<file path="config.mk">
export PLATFORM = sky130hd
export DESIGN_NAME = bit_vector_range_engine_core_flat
export DESIGN_NICKNAME = d
export VERILOG_FILES = /design/src/rtl/bvre_pkg.sv /design/src/rtl/bvre_if.sv /design/src/rtl/bit_vector_range_engine_core.sv /design/src/rtl/bvre_ram.sv /design/src/flat_wrapper.sv
export SDC_FILE = /design/constraint.sdc
export NUM_CORES = 1
export LEC_CHECK = 0
export BUFFER_PORTS_ARGS = -buffer_cell sky130_fd_sc_hd__buf_2
export CORE_MARGIN = 2
export CORE_UTILIZATION = 35
export CTS_BUF_LIST = sky130_fd_sc_hd__clkbuf_8
export DETAILED_ROUTE_END_ITERATION = 7
export SYNTH_ARGS = -nofsm -noshare
export SYNTH_HDL_FRONTEND = slang
export SYNTH_HIERARCHICAL = 1
export SYNTH_SLANG_ARGS = --single-unit
export TNS_END_PERCENT = 5
</file>
<file path="constraint.sdc">
create_clock -name i_clk -period 9.1 [get_ports i_clk]
set_clock_uncertainty 0.15 [all_clocks]
set_input_delay 0.455 -clock i_clk [delete_from_list [all_inputs] [get_ports i_clk]]
set_output_delay 0.455 -clock i_clk [all_outputs]
set_load 0.01 [all_outputs]
</file>
<file path="src/rtl/bvre_pkg.sv">
// ----------------------------------------------------------------------------
// bvre_pkg
// Shared types, widths and codes of the bit vector range engine.
// ----------------------------------------------------------------------------
`default_nettype none

package bvre_pkg;

    localparam int DEF_VECTOR_BITS = 256;
    localparam int DEF_WORD_BITS   = 32;

    localparam int IDX_W = 8;
    localparam int CMD_W = 3;
    localparam int LEN_W = 9;
    localparam int CNT_W = 9;

    localparam logic [LEN_W-1:0] LEN_RESET = 9'd256;

    typedef enum logic [CMD_W-1:0] {
        OP_GET   = 3'd0,
        OP_PUT   = 3'd1,
        OP_SET   = 3'd2,
        OP_CLR   = 3'd3,
        OP_INV   = 3'd4,
        OP_COUNT = 3'd5
    } t_op;

    typedef enum logic [1:0] {
        ST_CLEAR,
        ST_IDLE,
        ST_SWEEP,
        ST_RESULT
    } t_state;

    typedef struct packed {
        logic [CMD_W-1:0] command;
        logic [IDX_W-1:0] low_index;
        logic [IDX_W-1:0] high_index;
        logic             write_value;
    } t_cmd_req;

    typedef struct packed {
        logic             bit_out;
        logic [CNT_W-1:0] ones_count;
        logic             range_error;
    } t_result;

endpackage

`default_nettype wire

</file>
<file path="src/rtl/bvre_if.sv">
// ----------------------------------------------------------------------------
// bvre_if
// Valid/ready channels of the bit vector range engine: command, result
// and configuration.
// ----------------------------------------------------------------------------
`default_nettype none

interface bvre_cmd_if;
    import bvre_pkg::*;
    logic     valid;
    logic     ready;
    t_cmd_req req;
    modport source (output valid, output req, input ready);
    modport sink   (input valid, input req, output ready);
endinterface

interface bvre_res_if;
    import bvre_pkg::*;
    logic    valid;
    logic    ready;
    t_result res;
    modport source (output valid, output res, input ready);
    modport sink   (input valid, input res, output ready);
endinterface

interface bvre_cfg_if;
    import bvre_pkg::*;
    logic             valid;
    logic             ready;
    logic [LEN_W-1:0] data;
    modport source (output valid, output data, input ready);
    modport sink   (input valid, input data, output ready);
endinterface

`default_nettype wire

</file>
<file path="src/rtl/bit_vector_range_engine_core.sv">
// ----------------------------------------------------------------------------
// bit_vector_range_engine_core
// Bit vector with get, put, range set/clear/invert and population count.
// ----------------------------------------------------------------------------
// usage:
//   i_cmd  - command requests (command, low_index, high_index, write_value)
//   o_res  - one result per request (bit_out, ones_count, range_error)
//   i_cfg  - write of bits_in_use; always ready, starts a fresh all-zero
//            vector, only to be written while no request is in flight
// the vector lives in a word RAM; one word is read, modified and written
// back (get only reads) per cycle by a single sweep unit, the running ones
// count is updated from the popcount difference of that word
// steps from request accept to result valid:
//   count or rejected request : ST_RESULT, output register
//   get/put                   : one word swept, ST_RESULT, output register
//   range over k words        : k words swept, ST_RESULT, output register
// i_cmd is ready again as the result enters the output
// register; a new request is taken while the previous result still waits
// reset and every configuration write run a clear pass over all WORD_COUNT
// words (8 at the defaults) with i_cmd not ready
// a stalled o_res holds its result; a finished sweep then waits for the
// output register before going back to idle
// ----------------------------------------------------------------------------
`default_nettype none

module bit_vector_range_engine_core #(
    parameter int VECTOR_BITS = bvre_pkg::DEF_VECTOR_BITS,
    parameter int WORD_BITS   = bvre_pkg::DEF_WORD_BITS
) (
    input  logic       i_clk,
    input  logic       i_rst_n,
    bvre_cmd_if.sink   i_cmd,
    bvre_cfg_if.sink   i_cfg,
    bvre_res_if.source o_res
);

    import bvre_pkg::*;

    localparam int WORD_COUNT = (VECTOR_BITS + WORD_BITS - 1) / WORD_BITS;
    localparam int AW         = (WORD_COUNT > 1) ? $clog2(WORD_COUNT) : 1;
    localparam int BW         = $clog2(WORD_BITS);
    localparam int IW         = IDX_W + AW;
    localparam int PW         = $clog2(WORD_BITS + 1);

    t_state           r_state, n_state;
    logic [AW-1:0]    r_addr, n_addr;
    logic [CNT_W-1:0] r_pop, n_pop;
    logic [LEN_W-1:0] r_len, n_len;
    logic             r_out_valid, n_out_valid;
    t_result          r_out, n_out;

    logic [CMD_W-1:0] r_cmd, n_cmd;
    logic             r_wv, n_wv;
    logic [AW-1:0]    r_lo_word, n_lo_word;
    logic [AW-1:0]    r_hi_word, n_hi_word;
    logic [BW-1:0]    r_lo_off, n_lo_off;
    logic [BW-1:0]    r_hi_off, n_hi_off;
    logic             r_bit, n_bit;
    logic             r_err, n_err;

    logic                 ram_we;
    logic [AW-1:0]        ram_waddr;
    logic [WORD_BITS-1:0] ram_wdata;
    logic                 ram_re;
    logic [AW-1:0]        ram_raddr;
    logic [WORD_BITS-1:0] ram_rdata;

    logic [LEN_W-1:0]     act_len;
    logic [IDX_W-1:0]     lo_idx, hi_idx;
    logic                 lo_bad, range_bad, req_bad;
    logic                 req_sweep;

    logic [BW-1:0]        lo_bit, hi_bit;
    logic [WORD_BITS-1:0] mask, new_word;
    logic [PW-1:0]        pc_old, pc_new;

    bvre_ram #(
        .WIDTH (WORD_BITS),
        .DEPTH (WORD_COUNT)
    ) u_store (
        .i_clk   (i_clk),
        .i_we    (ram_we),
        .i_waddr (ram_waddr),
        .i_wdata (ram_wdata),
        .i_re    (ram_re),
        .i_raddr (ram_raddr),
        .o_rdata (ram_rdata)
    );

    // lengths above capacity act as capacity
    assign act_len = (int'(r_len) > VECTOR_BITS) ? LEN_W'(VECTOR_BITS) : r_len;

    // request decode and index checks
    always_comb begin
        lo_idx    = i_cmd.req.low_index;
        lo_bad    = ({1'b0, lo_idx} >= act_len);
        range_bad = ({1'b0, i_cmd.req.high_index} >= act_len)
                    || (lo_idx > i_cmd.req.high_index);
        hi_idx    = i_cmd.req.high_index;
        req_bad   = 1'b1;
        req_sweep = 1'b0;
        unique case (i_cmd.req.command) inside
            OP_GET, OP_PUT: begin
                hi_idx    = lo_idx;
                req_bad   = lo_bad;
                req_sweep = !lo_bad;
            end
            OP_SET, OP_CLR, OP_INV: begin
                req_bad   = range_bad;
                req_sweep = !range_bad;
            end
            OP_COUNT: begin
                req_bad   = 1'b0;
            end
            default: begin
                req_bad   = 1'b1;
            end
        endcase
    end

    // word update of the sweep unit
    always_comb begin
        lo_bit = (r_addr == r_lo_word) ? r_lo_off : '0;
        hi_bit = (r_addr == r_hi_word) ? r_hi_off : BW'(WORD_BITS - 1);
        mask   = ({WORD_BITS{1'b1}} << lo_bit)
                 & ({WORD_BITS{1'b1}} >> (BW'(WORD_BITS - 1) - hi_bit));
        unique case (r_cmd) inside
            OP_SET:  new_word = ram_rdata | mask;
            OP_CLR:  new_word = ram_rdata & ~mask;
            OP_INV:  new_word = ram_rdata ^ mask;
            OP_PUT:  new_word = r_wv ? (ram_rdata | mask) : (ram_rdata & ~mask);
            default: new_word = ram_rdata;
        endcase
        pc_old = PW'($countones(ram_rdata));
        pc_new = PW'($countones(new_word));
    end

    always_ff @(posedge i_clk) begin
        if (!i_rst_n) begin
            r_state     <= ST_CLEAR;
            r_addr      <= '0;
            r_pop       <= '0;
            r_len       <= LEN_RESET;
            r_out_valid <= 1'b0;
        end else begin
            r_state     <= n_state;
            r_addr      <= n_addr;
            r_pop       <= n_pop;
            r_len       <= n_len;
            r_out_valid <= n_out_valid;
        end
    end

    always_ff @(posedge i_clk) begin
        r_out     <= n_out;
        r_cmd     <= n_cmd;
        r_wv      <= n_wv;
        r_lo_word <= n_lo_word;
        r_hi_word <= n_hi_word;
        r_lo_off  <= n_lo_off;
        r_hi_off  <= n_hi_off;
        r_bit     <= n_bit;
        r_err     <= n_err;
    end

    always_comb begin
        n_state     = r_state;
        n_addr      = r_addr;
        n_pop       = r_pop;
        n_len       = r_len;
        n_out_valid = r_out_valid;
        n_out       = r_out;
        n_cmd       = r_cmd;
        n_wv        = r_wv;
        n_lo_word   = r_lo_word;
        n_hi_word   = r_hi_word;
        n_lo_off    = r_lo_off;
        n_hi_off    = r_hi_off;
        n_bit       = r_bit;
        n_err       = r_err;

        ram_we      = 1'b0;
        ram_waddr   = r_addr;
        ram_wdata   = new_word;
        ram_re      = 1'b0;
        ram_raddr   = r_addr + AW'(1);

        i_cmd.ready = (r_state == ST_IDLE);
        i_cfg.ready = 1'b1;

        if (r_out_valid && o_res.ready) begin
            n_out_valid = 1'b0;
        end

        unique case (r_state)
            ST_CLEAR: begin
                ram_we    = 1'b1;
                ram_wdata = '0;
                if (r_addr == AW'(WORD_COUNT - 1)) begin
                    n_state = ST_IDLE;
                end else begin
                    n_addr = r_addr + AW'(1);
                end
            end
            ST_IDLE: begin
                if (i_cmd.valid) begin
                    n_cmd     = i_cmd.req.command;
                    n_wv      = i_cmd.req.write_value;
                    n_lo_word = AW'(IW'(lo_idx) / WORD_BITS);
                    n_hi_word = AW'(IW'(hi_idx) / WORD_BITS);
                    n_lo_off  = BW'(lo_idx % WORD_BITS);
                    n_hi_off  = BW'(hi_idx % WORD_BITS);
                    n_bit     = 1'b0;
                    n_err     = req_bad;
                    if (req_sweep) begin
                        ram_re    = 1'b1;
                        ram_raddr = AW'(IW'(lo_idx) / WORD_BITS);
                        n_addr    = AW'(IW'(lo_idx) / WORD_BITS);
                        n_state   = ST_SWEEP;
                    end else begin
                        n_state   = ST_RESULT;
                    end
                end
            end
            ST_SWEEP: begin
                ram_we = (r_cmd != OP_GET);
                n_pop  = r_pop + CNT_W'(pc_new) - CNT_W'(pc_old);
                if (r_cmd == OP_GET || r_cmd == OP_PUT) begin
                    n_bit = |(ram_rdata & mask);
                end
                if (r_addr == r_hi_word) begin
                    n_state = ST_RESULT;
                end else begin
                    // next word read overlaps the write of this one
                    ram_re = 1'b1;
                    n_addr = r_addr + AW'(1);
                end
            end
            ST_RESULT: begin
                if (!r_out_valid || o_res.ready) begin
                    n_out.bit_out     = r_bit;
                    n_out.ones_count  = r_pop;
                    n_out.range_error = r_err;
                    n_out_valid       = 1'b1;
                    n_state           = ST_IDLE;
                end
            end
            default: begin
                n_state = ST_IDLE;
            end
        endcase

        // a new length starts a fresh, cleared vector
        if (i_cfg.valid) begin
            n_len   = i_cfg.data;
            n_pop   = '0;
            n_addr  = '0;
            n_state = ST_CLEAR;
        end
    end

    assign o_res.valid = r_out_valid;
    assign o_res.res   = r_out;

`ifndef SYNTHESIS
    a_accept_starts_work: assert property (@(posedge i_clk) disable iff (!i_rst_n)
        (i_cmd.valid && i_cmd.ready && !i_cfg.valid)
        |=> (r_state == ST_SWEEP || r_state == ST_RESULT))
        else $error("accepted request did not start work");

    a_sweep_in_range: assert property (@(posedge i_clk) disable iff (!i_rst_n)
        (r_state == ST_SWEEP) |-> (r_addr >= r_lo_word && r_addr <= r_hi_word))
        else $error("sweep address outside requested words");

    a_write_only_when_busy: assert property (@(posedge i_clk) disable iff (!i_rst_n)
        ram_we |-> (r_state == ST_SWEEP || r_state == ST_CLEAR))
        else $error("store written outside sweep or clear");

    a_error_bit_zero: assert property (@(posedge i_clk) disable iff (!i_rst_n)
        o_res.valid |-> !(o_res.res.range_error && o_res.res.bit_out))
        else $error("rejected request returned a bit");

    a_result_loaded: assert property (@(posedge i_clk) disable iff (!i_rst_n)
        (r_state == ST_RESULT && !r_out_valid && !i_cfg.valid) |=> o_res.valid)
        else $error("result not moved to output register");
`endif

endmodule

`default_nettype wire

</file>
<file path="src/rtl/bvre_ram.sv">
// ----------------------------------------------------------------------------
// bvre_ram
// Generic single-write, single-read RAM with registered read data.
// ----------------------------------------------------------------------------
`default_nettype none

module bvre_ram #(
    parameter int WIDTH = 32,
    parameter int DEPTH = 8
) (
    input  logic                                      i_clk,
    input  logic                                      i_we,
    input  logic [((DEPTH > 1) ? $clog2(DEPTH) : 1)-1:0] i_waddr,
    input  logic [WIDTH-1:0]                          i_wdata,
    input  logic                                      i_re,
    input  logic [((DEPTH > 1) ? $clog2(DEPTH) : 1)-1:0] i_raddr,
    output logic [WIDTH-1:0]                          o_rdata
);

    logic [WIDTH-1:0] r_mem [DEPTH];
    logic [WIDTH-1:0] r_rdata;

    always_ff @(posedge i_clk) begin
        if (i_we) begin
            r_mem[i_waddr] <= i_wdata;
        end
        if (i_re) begin
            r_rdata <= r_mem[i_raddr];
        end
    end

    assign o_rdata = r_rdata;

endmodule

`default_nettype wire
</file>
<file path="src/flat_wrapper.sv">
// flat-port wrapper written by rule: the top's interface ports become plain ports
module bit_vector_range_engine_core_flat import bvre_pkg::*;
#(
    parameter int VECTOR_BITS = bvre_pkg::DEF_VECTOR_BITS,
    parameter int WORD_BITS   = bvre_pkg::DEF_WORD_BITS
)
  (i_clk, i_rst_n, i_cmd_valid, i_cmd_req, i_cmd_ready, i_cfg_valid, i_cfg_data, i_cfg_ready, o_res_valid, o_res_res, o_res_ready);
  bvre_cmd_if i_cmd_i ();
  bvre_cfg_if i_cfg_i ();
  bvre_res_if o_res_i ();
  input  logic i_clk;
  input  logic i_rst_n;
  input wire logic [$bits(i_cmd_i.valid)-1:0] i_cmd_valid;
  input wire logic [$bits(i_cmd_i.req)-1:0] i_cmd_req;
  output wire logic [$bits(i_cmd_i.ready)-1:0] i_cmd_ready;
  input wire logic [$bits(i_cfg_i.valid)-1:0] i_cfg_valid;
  input wire logic [$bits(i_cfg_i.data)-1:0] i_cfg_data;
  output wire logic [$bits(i_cfg_i.ready)-1:0] i_cfg_ready;
  output wire logic [$bits(o_res_i.valid)-1:0] o_res_valid;
  output wire logic [$bits(o_res_i.res)-1:0] o_res_res;
  input wire logic [$bits(o_res_i.ready)-1:0] o_res_ready;
  assign i_cmd_i.valid = i_cmd_valid;
  assign i_cmd_i.req = i_cmd_req;
  assign i_cmd_ready = i_cmd_i.ready;
  assign i_cfg_i.valid = i_cfg_valid;
  assign i_cfg_i.data = i_cfg_data;
  assign i_cfg_ready = i_cfg_i.ready;
  assign o_res_valid = o_res_i.valid;
  assign o_res_res = o_res_i.res;
  assign o_res_i.ready = o_res_ready;
  bit_vector_range_engine_core #(.VECTOR_BITS(VECTOR_BITS), .WORD_BITS(WORD_BITS)) u_core (.i_clk(i_clk), .i_rst_n(i_rst_n), .i_cmd(i_cmd_i), .i_cfg(i_cfg_i), .o_res(o_res_i));
endmodule
</file>
# Word-level counts from Yosys, hierarchy flattened
# Memory sizes are Yosys's and may differ from the RTL's. A register that Yosys moved wholly into a read port is not among the register bits.
# Index checks and enable logic that the tools add are counted.
# totals
wordCells,177
input_bits,34
regBits,57
out_inout_bits,14
mem_count,1
ram_bits,256
# classes
order_cmp,4
n_reduce_logical,22
bitwise,7
n_shift,2
eq_ne,23
mux,36
add_sub_neg,66
# mem_list
name,depth,width,rd,rd_clocked_by_memory_dff,write_ports,line,rtl
u_core.u_store.r_mem,8,32,1,1,1,bvre_ram.sv:20,logic [WIDTH-1:0] r_mem [DEPTH];
# ops
operator,count
6-bit adder,30
32-bit one-hot mux with 4 select lines,1
32-bit bitwise AND,3
1-bit by 1-bit adder with 2-bit output,32
32-bit 2-to-1 mux,2
32-bit NOT,1
32-bit bitwise OR,1
32-bit OR reduction,1
"32-bit by 5-bit left shift with 32-bit output, first input constant",1
"32-bit by 5-bit right shift with 32-bit output, first input constant",1
32-bit bitwise XOR,1
3-bit 2-to-1 mux,7
8-bit by 9-bit greater-or-equal comparator with 1-bit output,2
"3-bit by 2-bit equality test with 1-bit output, second input constant",4
"3-bit equality test, second input constant",4
1-bit 2-to-1 mux,11
5-bit 2-to-1 mux,2
"2-bit by 1-bit inequality test with 1-bit output, second input constant",5
9-bit by 6-bit adder with 9-bit output,1
"9-bit greater-than comparator, second input constant",1
9-bit 2-to-1 mux,1
3-bit one-hot mux with 3 select lines,1
9-bit by 6-bit subtractor with 9-bit output,1
8-bit greater-than comparator,1
other kinds (26),45

# Longest topological paths before layout
# depth
ltp_word,16
depth_mapped,37

# Hierarchy
# The synthesis kept the hierarchy.
# by_module_without_submodules
module,n_inst,cells_per_inst,area_each_um2
bvre_ram,1,415,10786.6
bit_vector_range_engine_core,1,1074,9102.5

# Worst setup path after synthesis
# No wires, ideal clock.
# synth_path
path_type,register to register
startpoint,reg u_core.r_addr[1]
endpoint,reg u_core.r_pop[7]
n_path_buf,2
required_ps,8844
path_stages_with_launch,36
arrival_time_ps,8078
period_less_slack_ps,8334
setup_ps,106
slack_ps,766
path_cell_list,dfxtp_1 > buf_6 > xor2_1 > or4_4 > buf_6 > a21oi_1 > or2_2 > ha_1 > o21a_1 > o22a_1 > a31oi_1 > a21oi_1 > o2bb2ai_1 > fa_1 > inv_1 > fa_1 > inv_1 > fa_1 > inv_1 > fa_1 > fa_1 > fa_1 > fa_1 > inv_1 > fa_1 > inv_1 > ha_1 > inv_1 > fa_1 > inv_1 > a21oi_1 > o21bai_1 > a21o_1 > a21oi_1 > or4_1 > o311ai_0
# synth_via
elab_chain_cells,16
# synth_rtl
element,line,rtl
start: declaration,bit_vector_range_engine_core.sv:46,"logic [AW-1:0] r_addr, n_addr;"
start signal: assignment,bit_vector_range_engine_core.sv:147,r_addr <= n_addr;
3-bit equality test,bit_vector_range_engine_core.sv:124,hi_bit = (r_addr == r_hi_word) ? r_hi_off : BW'(WORD_BITS - 1);
5-bit 2-to-1 mux,bit_vector_range_engine_core.sv:124,
5-bit subtractor,bit_vector_range_engine_core.sv:126,& ({WORD_BITS{1'b1}} >> (BW'(WORD_BITS - 1) - hi_bit));
32-bit by 5-bit right shift with 32-bit output,bit_vector_range_engine_core.sv:126,
32-bit bitwise AND (*),bit_vector_range_engine_core.sv:126,
32-bit NOT,"bit_vector_range_engine_core.sv:129, bit_vector_range_engine_core.sv:131",
32-bit bitwise AND,"bit_vector_range_engine_core.sv:129, bit_vector_range_engine_core.sv:131",
32-bit 2-to-1 mux,bit_vector_range_engine_core.sv:131,OP_PUT: new_word = r_wv ? (ram_rdata | mask) : (ram_rdata & ~mask);
32-bit one-hot mux with 4 select lines (*),bit_vector_range_engine_core.sv:127,unique case (r_cmd) inside
1-bit by 1-bit adder with 2-bit output (not written as such),bit_vector_range_engine_core.sv:135,pc_new = PW'($countones(new_word));
6-bit adder (not written as such) (3 in series),bit_vector_range_engine_core.sv:135,
6-bit adder (not written as such) (*),bit_vector_range_engine_core.sv:135,
9-bit by 6-bit adder with 9-bit output (*),bit_vector_range_engine_core.sv:227,n_pop = r_pop + CNT_W'(pc_new) - CNT_W'(pc_old);
9-bit by 6-bit subtractor with 9-bit output (*),bit_vector_range_engine_core.sv:227,
end signal: assignment,bit_vector_range_engine_core.sv:148,r_pop <= n_pop;
end: declaration,bit_vector_range_engine_core.sv:47,"logic [CNT_W-1:0] r_pop, n_pop;"
# Every way passes the cells marked *; elsewhere a longest branch is shown, timed or not.
# A chain may end at the register's enable or synchronous reset.

# Final worst setup path
# layout_path
startpoint,reg u_core.r_addr[0]
endpoint,reg u_core.r_pop[7]
# Same word-level chain as after synthesis.

==> results.cfg <==
[run_status]
outcome = finished clean

[detailed_routing]
wire_per_inst_um = 21.2
drt_first_iter_violations = 925
vias = 12600
vias_per_cell = 5.23
first_pass_iters = 5
drc = 0
wirelength_mm = 51.2
ant_nets = 0

[critical_path]
critPathSlowestCell = fa_1
critPathBufInv = 9
cp-start-kind = register
crit_type = register to register
end_kind = register
critical_path.most_common_cell = fa_1
worstPathRequired_ns = 9.47
critPathTopFamily = adder cells
critPathMaxFanout = 4
crit_arrival_ns = 9.11
crit_path_max_incr_delay_ns = 0.58
reg2reg_slack_ns = 0.37

[die]
io_pins = 48
dieWidth_um = 242
floorplan.initialDensity_pct = 35.3
rows = 87
fp.dieH_um = 242
die_area_mm2 = 0.0587
core_area_mm2 = 0.0563

[timing]
finalMaxSlewViolations = 0
fin_crit_sh_pct = 96.0
max_freq_ghz = 0.115
worst_pin_slew_ns = 1.10
fin_ws_ns = 0.367
finalCriticalPeriod_ns = 8.73
slew_headroom_pct = 26.6
hold_viol = 0
fin_tns_setup_ns = 0
setup_viol = 0

[logic_synthesis]
synth-edff-count = 321
synthSimpleGateAreaFrac_pct = 7.30
async_flop_share_pct = 0
synthMuxAreaShare_pct = 11.2
synth_cell_types = 78
yosys.area_share.adder_pct = 15.0
syn_nets = 1725
avgSynthCellArea_um2 = 13.4
synth_top_family_by_area = adder cells
syn_area_mm2 = 0.0199
synth_cells = 1489
synthFlopType = edfxtp_1
ys_seq_elements = 345
yosysSeqAreaShare_pct = 50.9
synth-xor-area-share_pct = 0.774
ys_warn_count = 6
synth_compound_area_share_pct = 9.57

[clock_network]
cts_tree = built
clock-sinks = 345
htreeDepth = 2
clock_path_buffers = 3
clk_pin_slew_ns = 0.06
numCtsBuffers = 57
clk_latency_ns = 0.66
cts_root_buffer = clkbuf_8

[final_layout]
syn_to_final_growth_pct = 14.7
drive_gt1_share_pct = 17.5
fin_nets = 1843
stdcell_area_mm2 = 0.0228

[power_and_ir_drop]
ir_drop_mv = 0.116
finalPower_mw = 3.55
power_leakage_nw = 8.54
p_per_area_mw_per_mm2 = 156

[global_route]
grt_pass1_wl_mm = 78.3
gr-usage-all-layers_pct = 17.5
grt_start_max_net_pins = 39
gr-total-overflow = 0
antenna_found_initial = 1
grt_pass1_vias = 13000

[placed_design]
gp_congestion = 0.935
place_ws_ns = 0.316
dpl.hpwl_mm = 34.7
dpl_cell_area_mm2 = 0.0211
port-buffer-count = 46

[hold_path]
hold_path.class = input port to register

[flow_run]
maxCapViolations = 0
-- routing by layer --
layer,global-route usage (%),vias to the layer above,wire (um)
met5,0,-,0
met4,6.95,0,1520
met3,3.35,101,2790
met2,27.8,379,23900
met1,23.6,6404,23000
li1,-,5727,-
-- area by class of cell --
| type | count | area [um2] |
|---|---|---|
| fill | 5241 | 33500 |
| sequential | 345 | 10100 |
| multi-input combinational | 907 | 8900 |
| timing repair buffer | 132 | 991 |
| tap | 756 | 946 |
| clock buffer | 59 | 812 |
| inverter | 164 | 616 |
| clock inverter | 49 | 415 |
| antenna | 1 | 2.50 |
-- worst register-to-register path, delay by kind of cell, from the launching register on --
kind / cells / cell delay, ns
adders and majority gates: 11 / 4.82
AOI/OAI and AO/OA: 9 / 1.18
buffers and inverters: 9 / 0.70
DFF: 1 / 0.53
and+or+nand+nor: 4 / 1.04
xor gates and xnor gates: 1 / 0.19
-- flip-flops by register name (all words and copies together) (netlist names) --
name,flops
u_core/r_lo_word,3
u_core/u_store/r_mem,256
u_core/r_lo_off,5
u_core/o_res.valid,1
u_core/r_bit,1
u_core/r_addr,3
u_core/r_wv,1
u_core/r_state,2
u_core/r_hi_off,5
u_core/r_cmd,3
u_core/r_len,9
u_core/r_pop,9
u_core/o_res.res,11
u_core/u_store/o_rdata,32
u_core/r_hi_word,3
u_core/r_err,1
-- synthesized netlist by cell type, types with 33 or more instances --
library cell / n / share of area [%]
nor2_1: 70 / 1.3
o21a_1: 37 / 1.4
o21ai_0: 59 / 1.5
o22ai_1: 33 / 1.0
nor2b_1: 52 / 1.6
clkbuf_1: 39 / 0.74
nand2_1: 54 / 1.0
ha_1: 142 / 8.9
fa_1: 60 / 6.0
mux2_2: 34 / 1.9
a21oi_1: 83 / 2.1
mux4_1: 40 / 5.3
inv_1: 164 / 3.1
edfxtp_1: 321 / 48
-- cells by family (layout without fill, tap and decap cells) --
logic type,after synthesis,after routing
flip-flops,345,345
AO/OA/AOI/OAI,287,287
AND/OR/NAND/NOR,278,278
buffers and inverters,237,404
adder cells (fa/ha/maj),202,202
multiplexers,124,124
XOR/XNOR,15,15
other,1,2
-- report_power, final --
group / total (mW) / internal, mW / switching (mW) / leakage, nW
registers: 1.76 / 1.75 / 0.00837 / 3.00
clock network: 1.45 / 0.809 / 0.642 / 0.650
logic: 0.342 / 0.162 / 0.180 / 4.89
-- final timing paths --
path	from	to	cells past startpoint
setup / recovery	u_core/r_addr[0]	u_core/r_pop[7]	34
hold / removal	o_res_ready	u_core/o_res.valid	3
setup reg to reg	u_core/r_addr[0]	u_core/r_pop[7]	34
hold reg to reg	u_core/r_bit	u_core/o_res.res[10]	0
-- timing repair --
action	in CTS	in global routing
setup buffers	0	8
gates resized for setup	0	20
hold buffers	31	0
endpoints found under the setup margin	0	2
hold endpoints to repair	25	0
-- placed cells by master, fill, tap and decap left out, drive strengths merged, types with 11 or more instances in the layout --
cell / n
a21oi: 84
and2: 21
buf: 101
clkbuf: 59
clkinv: 27
dfxtp: 24
dlygate4sd3: 31
edfxtp: 321
fa: 60
ha: 142
inv: 175
mux2: 34
mux2i: 26
mux4: 64
nand2: 54
nand2b: 15
nand3: 11
nand4: 12
nor2: 70
nor2b: 52
nor3: 14
nor4: 11
o21a: 37
o21ai: 61
o22ai: 34
-- metrics by stage --
stage                     hold WS (ns)  util, %  instances
after detailed placement         0.255     37.5       2265
after floorplan                  0.250        -       1489
after global placement           0.252     37.5       2265
final                           0.0435     40.5       2413
after CTS                     0.000576     40.2       2404
after global routing            0.0127     40.5       2413
Power figures use the tool's default switching activity.
